`src/hw/rtl/sexp_pkg.sv`:
```
// Shared constants, codes, byte classes and controller/datapath interface types.
`timescale 1ns / 1ps
`default_nettype none
package sexp_pkg;

  localparam int TOKEN_MAX_DEF = 32;

  localparam logic [2:0] KIND_SYMBOL = 3'd0;
  localparam logic [2:0] KIND_VALUE  = 3'd1;
  localparam logic [2:0] KIND_TRUE   = 3'd2;
  localparam logic [2:0] KIND_FALSE  = 3'd3;
  localparam logic [2:0] KIND_PUNCT  = 3'd4;
  localparam logic [2:0] KIND_END    = 3'd5;
  localparam logic [2:0] KIND_ERROR  = 3'd6;

  localparam logic [1:0] ERR_NONE     = 2'd0;
  localparam logic [1:0] ERR_UNTERM   = 2'd1;
  localparam logic [1:0] ERR_TOO_LONG = 2'd2;
  localparam logic [1:0] ERR_BAD_CHAR = 2'd3;

  localparam logic [7:0] CH_NL     = 8'h0A;
  localparam logic [7:0] CH_QUOTE  = 8'h22;
  localparam logic [7:0] CH_HASH   = 8'h23;
  localparam logic [7:0] CH_SEMI   = 8'h3B;
  localparam logic [7:0] CH_PLUS   = 8'h2B;
  localparam logic [7:0] CH_MINUS  = 8'h2D;
  localparam logic [7:0] CH_LPAREN = 8'h28;
  localparam logic [7:0] CH_RPAREN = 8'h29;
  localparam logic [7:0] CH_LBRACK = 8'h5B;
  localparam logic [7:0] CH_RBRACK = 8'h5D;
  localparam logic [7:0] CH_TICK   = 8'h27;

  typedef struct packed {
    logic       load;
    logic       store;
    logic       len_clear;
    logic       flush_start;
    logic       flush_run;
    logic       flush_step;
    logic       emit;
    logic       emit_flush;
    logic [2:0] emit_kind;
    logic       emit_ch_byte;
    logic       emit_empty;
    logic [1:0] emit_err;
    logic       emit_last;
  } sexp_cmd_t;

  typedef struct packed {
    logic eoi;
    logic is_blank;
    logic is_semi;
    logic is_punct;
    logic is_quote;
    logic is_nl;
    logic is_printable;
    logic is_visible;
    logic is_close;
    logic len_zero;
    logic len_full;
    logic flush_done;
    logic out_free;
  } sexp_status_t;

  function automatic logic is_digit(input logic [7:0] b);
    return (b >= 8'h30) && (b <= 8'h39);
  endfunction

  function automatic logic is_blank(input logic [7:0] b);
    return (b == 8'h20) || ((b >= 8'h09) && (b <= 8'h0D));
  endfunction

  function automatic logic is_punct(input logic [7:0] b);
    return (b == CH_LPAREN) || (b == CH_RPAREN) || (b == CH_LBRACK) ||
           (b == CH_RBRACK) || (b == CH_TICK);
  endfunction

endpackage
`default_nettype wire

```
`src/hw/rtl/sexp_ctrl.sv`:
```
// Tokenizer controller: lexer mode and beat sequencing state machine.
`timescale 1ns / 1ps
`default_nettype none
module sexp_ctrl import sexp_pkg::*; (
  input  wire logic         clk,
  input  wire logic         rst,
  input  wire logic         in_valid,
  output logic              in_ready,
  input  wire sexp_status_t status,
  output sexp_cmd_t         cmd
);

  typedef enum logic [1:0] {S_WAIT, S_DECODE, S_FLUSH} state_t;
  typedef enum logic [2:0] {M_IDLE, M_COMMENT, M_STRING, M_RUN, M_ERRWAIT} mode_t;

  state_t state, state_next;
  mode_t  mode, mode_next;
  logic   redecode, redecode_next;
  logic   flush_last, flush_last_next;
  logic   idle_emits;

  assign in_ready = (state == S_WAIT);
  assign idle_emits = status.is_punct ||
                      (!status.is_printable && !status.is_blank);

  always_comb begin
    state_next      = state;
    mode_next       = mode;
    redecode_next   = redecode;
    flush_last_next = flush_last;
    cmd             = '0;
    unique case (state)
      S_WAIT: begin
        if (in_valid) begin
          cmd.load   = 1'b1;
          state_next = S_DECODE;
        end
      end
      S_DECODE: begin
        if (status.out_free) begin
          if (status.eoi) begin
            unique case (mode)
              M_RUN: begin
                mode_next = M_IDLE;
                if (!status.len_zero) begin
                  cmd.flush_start = 1'b1;
                  cmd.flush_run   = 1'b1;
                  redecode_next   = 1'b1;
                  flush_last_next = 1'b0;
                  state_next      = S_FLUSH;
                end
              end
              M_STRING: begin
                cmd.emit      = 1'b1;
                cmd.emit_kind = KIND_ERROR;
                cmd.emit_err  = ERR_UNTERM;
                mode_next     = M_IDLE;
              end
              default: begin
                cmd.emit      = 1'b1;
                cmd.emit_kind = KIND_END;
                cmd.emit_last = 1'b1;
                cmd.len_clear = 1'b1;
                mode_next     = M_IDLE;
                state_next    = S_WAIT;
              end
            endcase
          end else begin
            state_next = S_WAIT;
            unique case (mode)
              M_COMMENT: begin
                if (status.is_nl) mode_next = M_IDLE;
              end
              M_STRING, M_RUN: begin
                if (mode == M_STRING && status.is_quote) begin
                  if (status.len_zero) begin
                    cmd.emit       = 1'b1;
                    cmd.emit_kind  = KIND_VALUE;
                    cmd.emit_empty = 1'b1;
                    cmd.emit_last  = 1'b1;
                    mode_next      = M_IDLE;
                  end else begin
                    cmd.flush_start = 1'b1;
                    redecode_next   = 1'b0;
                    flush_last_next = 1'b1;
                    state_next      = S_FLUSH;
                  end
                end else if (mode == M_STRING ||
                             (status.is_visible && !status.is_close)) begin
                  if (status.len_full) begin
                    cmd.emit         = 1'b1;
                    cmd.emit_kind    = KIND_ERROR;
                    cmd.emit_ch_byte = 1'b1;
                    cmd.emit_err     = ERR_TOO_LONG;
                    cmd.emit_last    = 1'b1;
                    cmd.len_clear    = 1'b1;
                    mode_next        = M_ERRWAIT;
                  end else begin
                    cmd.store = 1'b1;
                  end
                end else begin
                  mode_next = M_IDLE;
                  if (status.len_zero) begin
                    state_next = S_DECODE;
                  end else begin
                    cmd.flush_start = 1'b1;
                    cmd.flush_run   = 1'b1;
                    redecode_next   = 1'b1;
                    flush_last_next = !idle_emits;
                    state_next      = S_FLUSH;
                  end
                end
              end
              M_ERRWAIT: begin
              end
              default: begin
                mode_next = M_IDLE;
                priority if (status.is_blank) begin
                end else if (status.is_semi) begin
                  mode_next = M_COMMENT;
                end else if (status.is_punct) begin
                  cmd.emit         = 1'b1;
                  cmd.emit_kind    = KIND_PUNCT;
                  cmd.emit_ch_byte = 1'b1;
                  cmd.emit_last    = 1'b1;
                end else if (status.is_quote) begin
                  cmd.len_clear = 1'b1;
                  mode_next     = M_STRING;
                end else if (!status.is_printable) begin
                  cmd.emit         = 1'b1;
                  cmd.emit_kind    = KIND_ERROR;
                  cmd.emit_ch_byte = 1'b1;
                  cmd.emit_err     = ERR_BAD_CHAR;
                  cmd.emit_last    = 1'b1;
                  cmd.len_clear    = 1'b1;
                  mode_next        = M_ERRWAIT;
                end else begin
                  cmd.len_clear = 1'b1;
                  cmd.store     = 1'b1;
                  mode_next     = M_RUN;
                end
              end
            endcase
          end
        end
      end
      S_FLUSH: begin
        if (status.out_free) begin
          cmd.emit       = 1'b1;
          cmd.emit_flush = 1'b1;
          cmd.emit_last  = flush_last;
          cmd.flush_step = 1'b1;
          if (status.flush_done) begin
            cmd.len_clear = 1'b1;
            mode_next     = M_IDLE;
            state_next    = redecode ? S_DECODE : S_WAIT;
          end
        end
      end
      default: state_next = S_WAIT;
    endcase
  end

  always_ff @(posedge clk) begin
    if (rst) begin
      state      <= S_WAIT;
      mode       <= M_IDLE;
      redecode   <= 1'b0;
      flush_last <= 1'b0;
    end else begin
      state      <= state_next;
      mode       <= mode_next;
      redecode   <= redecode_next;
      flush_last <= flush_last_next;
    end
  end

endmodule
`default_nettype wire

```
`src/hw/rtl/sexp_dp.sv`:
```
// Tokenizer datapath: input byte, token buffer, classifier and output register.
`timescale 1ns / 1ps
`default_nettype none
module sexp_dp import sexp_pkg::*; #(
  parameter int TOKEN_MAX = TOKEN_MAX_DEF
) (
  input  wire logic       clk,
  input  wire logic       rst,
  input  wire logic [7:0] in_byte,
  input  wire logic       in_eoi,
  input  wire sexp_cmd_t  cmd,
  output sexp_status_t    status,
  output logic            out_valid,
  input  wire logic       out_ready,
  output logic [2:0]      out_kind,
  output logic [7:0]      out_ch,
  output logic            out_empty,
  output logic            out_end,
  output logic [1:0]      out_err,
  output logic            out_last
);

  localparam int LW = $clog2(TOKEN_MAX + 1);
  localparam int AW = $clog2(TOKEN_MAX);

  logic [7:0]    mem [TOKEN_MAX];
  logic [7:0]    cur_byte;
  logic          cur_eoi;
  logic [LW-1:0] len, len_next;
  logic [LW-1:0] flush_idx, flush_idx_next;
  logic [AW-1:0] wr_addr;
  logic [7:0]    rd_data;
  logic [7:0]    c0, c1;
  logic          flush_run;
  logic [2:0]    run_kind;
  logic          run_lower;
  logic [2:0]    fl_kind;
  logic [7:0]    fl_ch;
  logic          flush_done;

  assign wr_addr = cmd.len_clear ? '0 : len[AW-1:0];
  assign flush_done = ((flush_idx + LW'(1)) == len);

  always_comb begin
    len_next = len;
    if (cmd.store) len_next = cmd.len_clear ? LW'(1) : len + LW'(1);
    else if (cmd.len_clear) len_next = '0;
    flush_idx_next = flush_idx;
    if (cmd.flush_start) flush_idx_next = '0;
    else if (cmd.flush_step) flush_idx_next = flush_idx + LW'(1);
  end

  always_comb begin
    run_kind  = KIND_SYMBOL;
    run_lower = 1'b1;
    priority if (is_digit(c0) || ((c0 == CH_PLUS || c0 == CH_MINUS) &&
                                  (len >= LW'(2)) && is_digit(c1))) begin
      run_kind  = KIND_VALUE;
      run_lower = 1'b0;
    end else if (c0 == CH_HASH && len == LW'(2) && (c1 == 8'h74 || c1 == 8'h54)) begin
      run_kind  = KIND_TRUE;
      run_lower = 1'b0;
    end else if (c0 == CH_HASH && len == LW'(2) && (c1 == 8'h66 || c1 == 8'h46)) begin
      run_kind  = KIND_FALSE;
      run_lower = 1'b0;
    end else begin
    end
    fl_kind = flush_run ? run_kind : KIND_VALUE;
    fl_ch   = rd_data;
    if (flush_run && run_lower && rd_data >= 8'h41 && rd_data <= 8'h5A) begin
      fl_ch = rd_data + 8'd32;
    end
  end

  always_comb begin
    status.eoi          = cur_eoi;
    status.is_blank     = is_blank(cur_byte);
    status.is_semi      = (cur_byte == CH_SEMI);
    status.is_punct     = is_punct(cur_byte);
    status.is_quote     = (cur_byte == CH_QUOTE);
    status.is_nl        = (cur_byte == CH_NL);
    status.is_printable = (cur_byte >= 8'h20) && (cur_byte <= 8'h7E);
    status.is_visible   = (cur_byte >= 8'h21) && (cur_byte <= 8'h7E);
    status.is_close     = (cur_byte == CH_RPAREN) || (cur_byte == CH_RBRACK);
    status.len_zero     = (len == '0);
    status.len_full     = (len >= LW'(TOKEN_MAX));
    status.flush_done   = flush_done;
    status.out_free     = !out_valid || out_ready;
  end

  always_ff @(posedge clk) begin
    if (cmd.load) begin
      cur_byte <= in_byte;
      cur_eoi  <= in_eoi;
    end
    if (cmd.store) begin
      mem[wr_addr] <= cur_byte;
      if (wr_addr == AW'(0)) c0 <= cur_byte;
      if (wr_addr == AW'(1)) c1 <= cur_byte;
    end
    if (cmd.flush_start) flush_run <= cmd.flush_run;
    rd_data <= mem[flush_idx_next[AW-1:0]];
    if (cmd.emit) begin
      if (cmd.emit_flush) begin
        out_kind  <= fl_kind;
        out_ch    <= fl_ch;
        out_empty <= 1'b0;
        out_end   <= flush_done;
        out_err   <= ERR_NONE;
        out_last  <= cmd.emit_last && flush_done;
      end else begin
        out_kind  <= cmd.emit_kind;
        out_ch    <= cmd.emit_ch_byte ? cur_byte : 8'h00;
        out_empty <= cmd.emit_empty;
        out_end   <= 1'b1;
        out_err   <= cmd.emit_err;
        out_last  <= cmd.emit_last;
      end
    end
  end

  always_ff @(posedge clk) begin
    if (rst) begin
      len       <= '0;
      flush_idx <= '0;
      out_valid <= 1'b0;
    end else begin
      len       <= len_next;
      flush_idx <= flush_idx_next;
      if (cmd.emit) out_valid <= 1'b1;
      else if (out_ready) out_valid <= 1'b0;
    end
  end

endmodule
`default_nettype wire

```
`src/hw/rtl/s_expression_tokenizer.sv`:
```
// Top level of the S-expression tokenizer.
// Input stream: one source byte per beat in s_tdata[7:0]; s_tlast marks end
// of text (the byte is then ignored). Output stream: one token character or
// single token per beat; m_tuser carries the kind, m_tlast marks the final
// beat caused by one input beat.
// Timing: an input beat is accepted into the byte register and decoded in the
// S_DECODE state once the output register is free; a single result lands in
// the output register at the end of the decode cycle. End of text inside a
// string gives an error beat and then an end beat. A buffered token streams
// out at one character per cycle from the token buffer memory while the output
// is not stalled; when a run ends, the byte or end of text that closed it is
// decoded again after the flush. s_tready is high only while the controller
// waits for the next byte.
// Tokens hold up to TOKEN_MAX characters.
// Reset: lexer returns to idle with an empty buffer and no beat pending.
// Stall: while m_tready is low the output register holds its beat and the
// controller waits; s_tready drops until the byte in work is done.
`timescale 1ns / 1ps
`default_nettype none
module s_expression_tokenizer import sexp_pkg::*; #(
  parameter int TOKEN_MAX = TOKEN_MAX_DEF
) (
  input  wire logic        clk,
  input  wire logic        rst,
  input  wire logic        s_tvalid,
  output logic             s_tready,
  input  wire logic [7:0]  s_tdata,   // [7:0] data_byte
  input  wire logic        s_tlast,   // end_of_input
  output logic             m_tvalid,
  input  wire logic        m_tready,
  output logic [15:0]      m_tdata,   // [7:0] ch, [8] token_empty, [9] token_end,
                                      // [11:10] error_code, [15:12] zero
  output logic [2:0]       m_tuser,   // [2:0] kind
  output logic             m_tlast    // last
);

  sexp_cmd_t    cmd;
  sexp_status_t status;
  logic [7:0]   out_ch;
  logic         out_empty;
  logic         out_end;
  logic [1:0]   out_err;

  sexp_ctrl u_ctrl (
    .clk      (clk),
    .rst      (rst),
    .in_valid (s_tvalid),
    .in_ready (s_tready),
    .status   (status),
    .cmd      (cmd)
  );

  sexp_dp #(
    .TOKEN_MAX (TOKEN_MAX)
  ) u_dp (
    .clk       (clk),
    .rst       (rst),
    .in_byte   (s_tdata),
    .in_eoi    (s_tlast),
    .cmd       (cmd),
    .status    (status),
    .out_valid (m_tvalid),
    .out_ready (m_tready),
    .out_kind  (m_tuser),
    .out_ch    (out_ch),
    .out_empty (out_empty),
    .out_end   (out_end),
    .out_err   (out_err),
    .out_last  (m_tlast)
  );

  assign m_tdata = {4'b0000, out_err, out_end, out_empty, out_ch};

endmodule
`default_nettype wire
```
`config.mk`:
```
export PLATFORM = sky130hd
export DESIGN_NAME = s_expression_tokenizer
export DESIGN_NICKNAME = d
export VERILOG_FILES = /design/src/hw/rtl/sexp_pkg.sv /design/src/hw/rtl/sexp_ctrl.sv /design/src/hw/rtl/sexp_dp.sv /design/src/hw/rtl/s_expression_tokenizer.sv
export SDC_FILE = /design/constraint.sdc
export NUM_CORES = 1
export LEC_CHECK = 0
export BUFFER_PORTS_ARGS = -buffer_cell sky130_fd_sc_hd__buf_2
export CORE_UTILIZATION = 54
export CTS_BUF_LIST = sky130_fd_sc_hd__clkbuf_16
export DETAILED_ROUTE_END_ITERATION = 6
export PLACE_DENSITY = 0.73
export SLEW_MARGIN = 20
export SYNTH_ARGS = -nofsm -noshare
export SYNTH_HDL_FRONTEND = slang
export SYNTH_HIERARCHICAL = 1
export SYNTH_SLANG_ARGS = --single-unit
export TNS_END_PERCENT = 1
```
`constraint.sdc`:
```
create_clock -name clk -period 4.91 [get_ports clk]
set_input_delay 0.7365 -clock clk [delete_from_list [all_inputs] [get_ports clk]]
set_output_delay 0.7365 -clock clk [all_outputs]
set_load 0.01 [all_outputs]
```
==> run_summary.xml <==
<?xml version="1.0" encoding="UTF-8"?>
<metrics>
  <group name="outcome">
    <metric name="status" unit="">finished clean</metric>
  </group>
  <group name="critical_path">
    <metric name="worst_path_fanout_max" unit="">36</metric>
    <metric name="worst_setup_slack_for_register_to_register_paths" unit="ns">0.52</metric>
    <metric name="arrival" unit="ns">4.80</metric>
    <metric name="r2r.worst_path.cells" unit="">15</metric>
    <metric name="critical_path.reg2reg.startpoint" unit="">u_dp/cur_byte[4]</metric>
    <metric name="crit-reg2reg-capture" unit="">u_dp/rd_data[3]</metric>
    <metric name="timing.critical_path.required" unit="ns">5.32</metric>
    <metric name="end_kind" unit="">register</metric>
    <metric name="worstSetupStartpointType" unit="">register</metric>
    <metric name="path_class" unit="">register to register</metric>
  </group>
  <group name="detailed_routing">
    <metric name="detail_route.iter0.violations" unit="">1710</metric>
    <metric name="postRouteWirelength" unit="µm">43200</metric>
    <metric name="dr_total_vias" unit="">12100</metric>
    <metric name="drt_pre_antenna_iters" unit="">7</metric>
    <metric name="drt.antenna.violating_nets" unit="">0</metric>
    <metric name="routed_wire_length_per_instance" unit="µm">23.5</metric>
    <metric name="route.detailed.vias_per_inst" unit="">6.59</metric>
    <metric name="drc_errors" unit="">0</metric>
  </group>
  <group name="clock_network">
    <metric name="tritoncts" unit="">built</metric>
    <metric name="post_cts_hold_buffer_count" unit="">0</metric>
    <metric name="clk_pin_slew" unit="ns">0.07</metric>
    <metric name="cts.repair.resized" unit="">0</metric>
    <metric name="cts.sink_count" unit="">326</metric>
    <metric name="cts_post_setup_buffers_inserted" unit="">0</metric>
    <metric name="clockBufferDepth" unit="">3</metric>
    <metric name="htree_levels" unit="">2</metric>
    <metric name="clkLatencyLatePin" unit="ns">0.52</metric>
    <metric name="clock_root_buffer" unit="">clkbuf_16</metric>
    <metric name="cts_inserted_buffers" unit="">35</metric>
  </group>
  <group name="hold_path">
    <metric name="min_path_cells" unit="">1</metric>
    <metric name="hold_path.startpoint" unit="">s_tdata[1]</metric>
    <metric name="hold_end" unit="">u_dp/cur_byte[1]</metric>
    <metric name="hold_class" unit="">input pin to register</metric>
  </group>
  <group name="timing">
    <metric name="max_clock_freq" unit="GHz">0.228</metric>
    <metric name="layout_min_cycle_time" unit="ns">4.39</metric>
    <metric name="final-hold-violation-count" unit="">0</metric>
    <metric name="grt_setup_unrepaired" unit="">false</metric>
    <metric name="finalSetupViolCount" unit="">0</metric>
    <metric name="final.hold.worst_slack" unit="ns">0.408</metric>
    <metric name="setup_total_negative_slack" unit="ns">0</metric>
    <metric name="max-slew-margin-rel" unit="%">35.3</metric>
    <metric name="final.period_utilization" unit="%">89.3</metric>
    <metric name="maximum_clock_skew_at_final_layout" unit="ns">0.0152</metric>
    <metric name="final_max_slew_viol_count" unit="">0</metric>
    <metric name="worst-slew-pin-transition" unit="ns">0.971</metric>
  </group>
  <group name="cells_and_area">
    <metric name="most_common_cell_after_layout_fill_and_taps_aside" unit="">edfxtp_1</metric>
    <metric name="instances_no_fill" unit="">1840</metric>
    <metric name="most-common-layout-cells" unit="">edfxtp_1 (298), o21ai_0 (173), nand2_1 (135)</metric>
    <metric name="fillers" unit="">2190</metric>
    <metric name="design.final.nets" unit="">1452</metric>
    <metric name="share_of_final_layout_standard_cells_stronger_than_drive_strength_1" unit="%">13.5</metric>
    <metric name="insertedDiodeCount" unit="">0</metric>
    <metric name="syn_to_final_growth" unit="%">11.6</metric>
  </group>
  <group name="global_route">
    <metric name="grt_util_all_layers" unit="%">28.5</metric>
    <metric name="grt_overflow" unit="">0</metric>
    <metric name="antenna_found_initial" unit="">0</metric>
    <metric name="grt_pass1_vias" unit="">11400</metric>
    <metric name="grt_max_degree" unit="">107</metric>
    <metric name="grt_first_pass_wirelength" unit="µm">66000</metric>
  </group>
  <group name="floorplanning">
    <metric name="floorplan.die.width" unit="µm">173</metric>
    <metric name="floorplan.initialDensity" unit="%">55.2</metric>
    <metric name="num_rows" unit="">62</metric>
    <metric name="die_footprint" unit="mm²">0.0301</metric>
    <metric name="core_area" unit="mm²">0.0288</metric>
    <metric name="design.portCount" unit="">35</metric>
    <metric name="dieHeight" unit="µm">173</metric>
  </group>
  <group name="pwr">
    <metric name="ir_drop" unit="mV">0.338</metric>
    <metric name="power.density_cell_area" unit="mW/mm²">340</metric>
    <metric name="cellLeakagePower" unit="nW">5.62</metric>
  </group>
  <group name="logic_synthesis">
    <metric name="ys_seq_elements" unit="">326</metric>
    <metric name="syn-mean-instance-area" unit="µm²">11.2</metric>
    <metric name="yosys_most_used_dff" unit="">edfxtp_1</metric>
    <metric name="yosysSeqAreaShare" unit="%">59.9</metric>
    <metric name="syn_inst" unit="">1416</metric>
    <metric name="ys_warn_count" unit="">6</metric>
    <metric name="synth.distinct_cells" unit="">88</metric>
    <metric name="synth_edf_count" unit="">298</metric>
    <metric name="synth-async-reset-ratio" unit="%">0</metric>
    <metric name="syn_area" unit="mm²">0.0159</metric>
  </group>
  <group name="placed_design">
    <metric name="placedCellCount" unit="">1777</metric>
    <metric name="buffer_ports.inserted" unit="">30</metric>
    <metric name="gp_congestion" unit="">0.954</metric>
    <metric name="place.detailed.hpwl" unit="µm">27200</metric>
  </group>
  <group name="run">
    <metric name="maxCapViolations" unit="">0</metric>
  </group>
</metrics>
-- layout make-up --
class / instances / area, µm² / share of cell area [%]
inverters: 19 / 73.8 / 0.417
repair buffers: 96 / 708 / 4.00
well taps: 384 / 480 / 2.71
clock buffers: 36 / 901 / 5.08
multi-input cells: 952 / 5760 / 32.5
clock inverters: 27 / 280 / 1.58
flip-flops and latches: 326 / 9510 / 53.7
-- cells in the mapped netlist, drive strengths merged, types with 19 or more instances --
library cell    n  area (µm²)
a21oi          40         200
a221oi         22         193
buf            59         337
clkbuf         63         238
dfxtp          28         561
edfxtp        298        8950
inv            19        71.3
nand2         136         518
nand3          29         145
nor2          129         503
nor2b          34         213
nor3           23         115
o211ai         93         698
o21ai         174         871
-- stage by stage --
step | worst slack [ns] | instance area [µm²] | utilization, % | power, mW
5_1_grt | 0.264 | 17700 | 61.6 | 6.17
3_5_place_dp | 0.655 | 16500 | 57.5 | 3.37
3_3_place_gp | 0.723 | 16500 | 57.5 | 3.37
2_1_floorplan | 0.611 | 15900 | - | 3.28
4_1_cts | 0.629 | 17700 | 61.6 | 6.04
6_report | 0.524 | 17700 | 61.6 | 6.02
-- report_power, final --
group / internal [mW] / total (mW) / switching, mW
logic: 0.0676 / 0.228 / 0.161
registers: 3.07 / 3.09 / 0.0248
clock network: 1.61 / 2.70 / 1.09
-- logic make-up after synthesis --
logic type               synth area share, %
XOR/XNOR                                1.15
other                                 0.0236
buffers and inverters                   4.07
AO/OA/AOI/OAI                           19.0
flip-flops                              59.9
AND/OR/NAND/NOR                         13.1
adder cells (fa/ha/maj)                0.709
multiplexers                            2.14
-- metal layers --
layer,vias to the layer above,track usage [%],share of wire [%]
met1,5885,41.0,41
met4,0,11.8,3.5
met2,723,43.5,46
met3,108,4.14,9.6
li1,5417,-,-
met5,-,0,0
-- registers in the layout (all words and copies together) (netlist names), 2 cells and up --
signal and count:
u_dp/mem 256, u_dp/c0 8, u_dp/c1 8, u_dp/cur_byte 8, u_dp/out_ch 8, u_dp/rd_data 8
u_dp/flush_idx 6, u_dp/len 6, u_ctrl/mode 3, u_dp/out_kind 3, u_ctrl/state 2, u_dp/out_err 2
-- worst max-delay path, stage by stage (launching register included) --
cell and delay [ns]:
edfxtp_1 0.40, buf_4 0.28, nand2_1 0.11, or3_1 0.12
o21a_1 0.22, o31a_1 0.23, or3b_2 0.48, a21boi_1 0.31
nor2_4 0.12, or2b_2 0.52, buf_4 0.30, nand2_1 0.09
a22oi_1 0.16, a32oi_1 0.36, nand3_1 0.23, a222oi_1 0.32
-- worst max path at each step --
stage,from,end,slack (ns),cells past startpoint
after floorplan,u_dp/cur_byte[5],u_dp/mem[3][0],0.61,14
after CTS,u_dp/cur_byte[4],u_dp/rd_data[3],0.63,15
after global placement,u_dp/cur_byte[6],u_dp/rd_data[7],0.72,13
after global routing,u_dp/cur_byte[4],u_dp/rd_data[1],0.26,15
after detailed placement,u_dp/cur_byte[4],u_dp/rd_data[7],0.65,13
final,u_dp/cur_byte[4],u_dp/rd_data[3],0.52,15
Note: power is estimated with default switching activity, not from simulation.
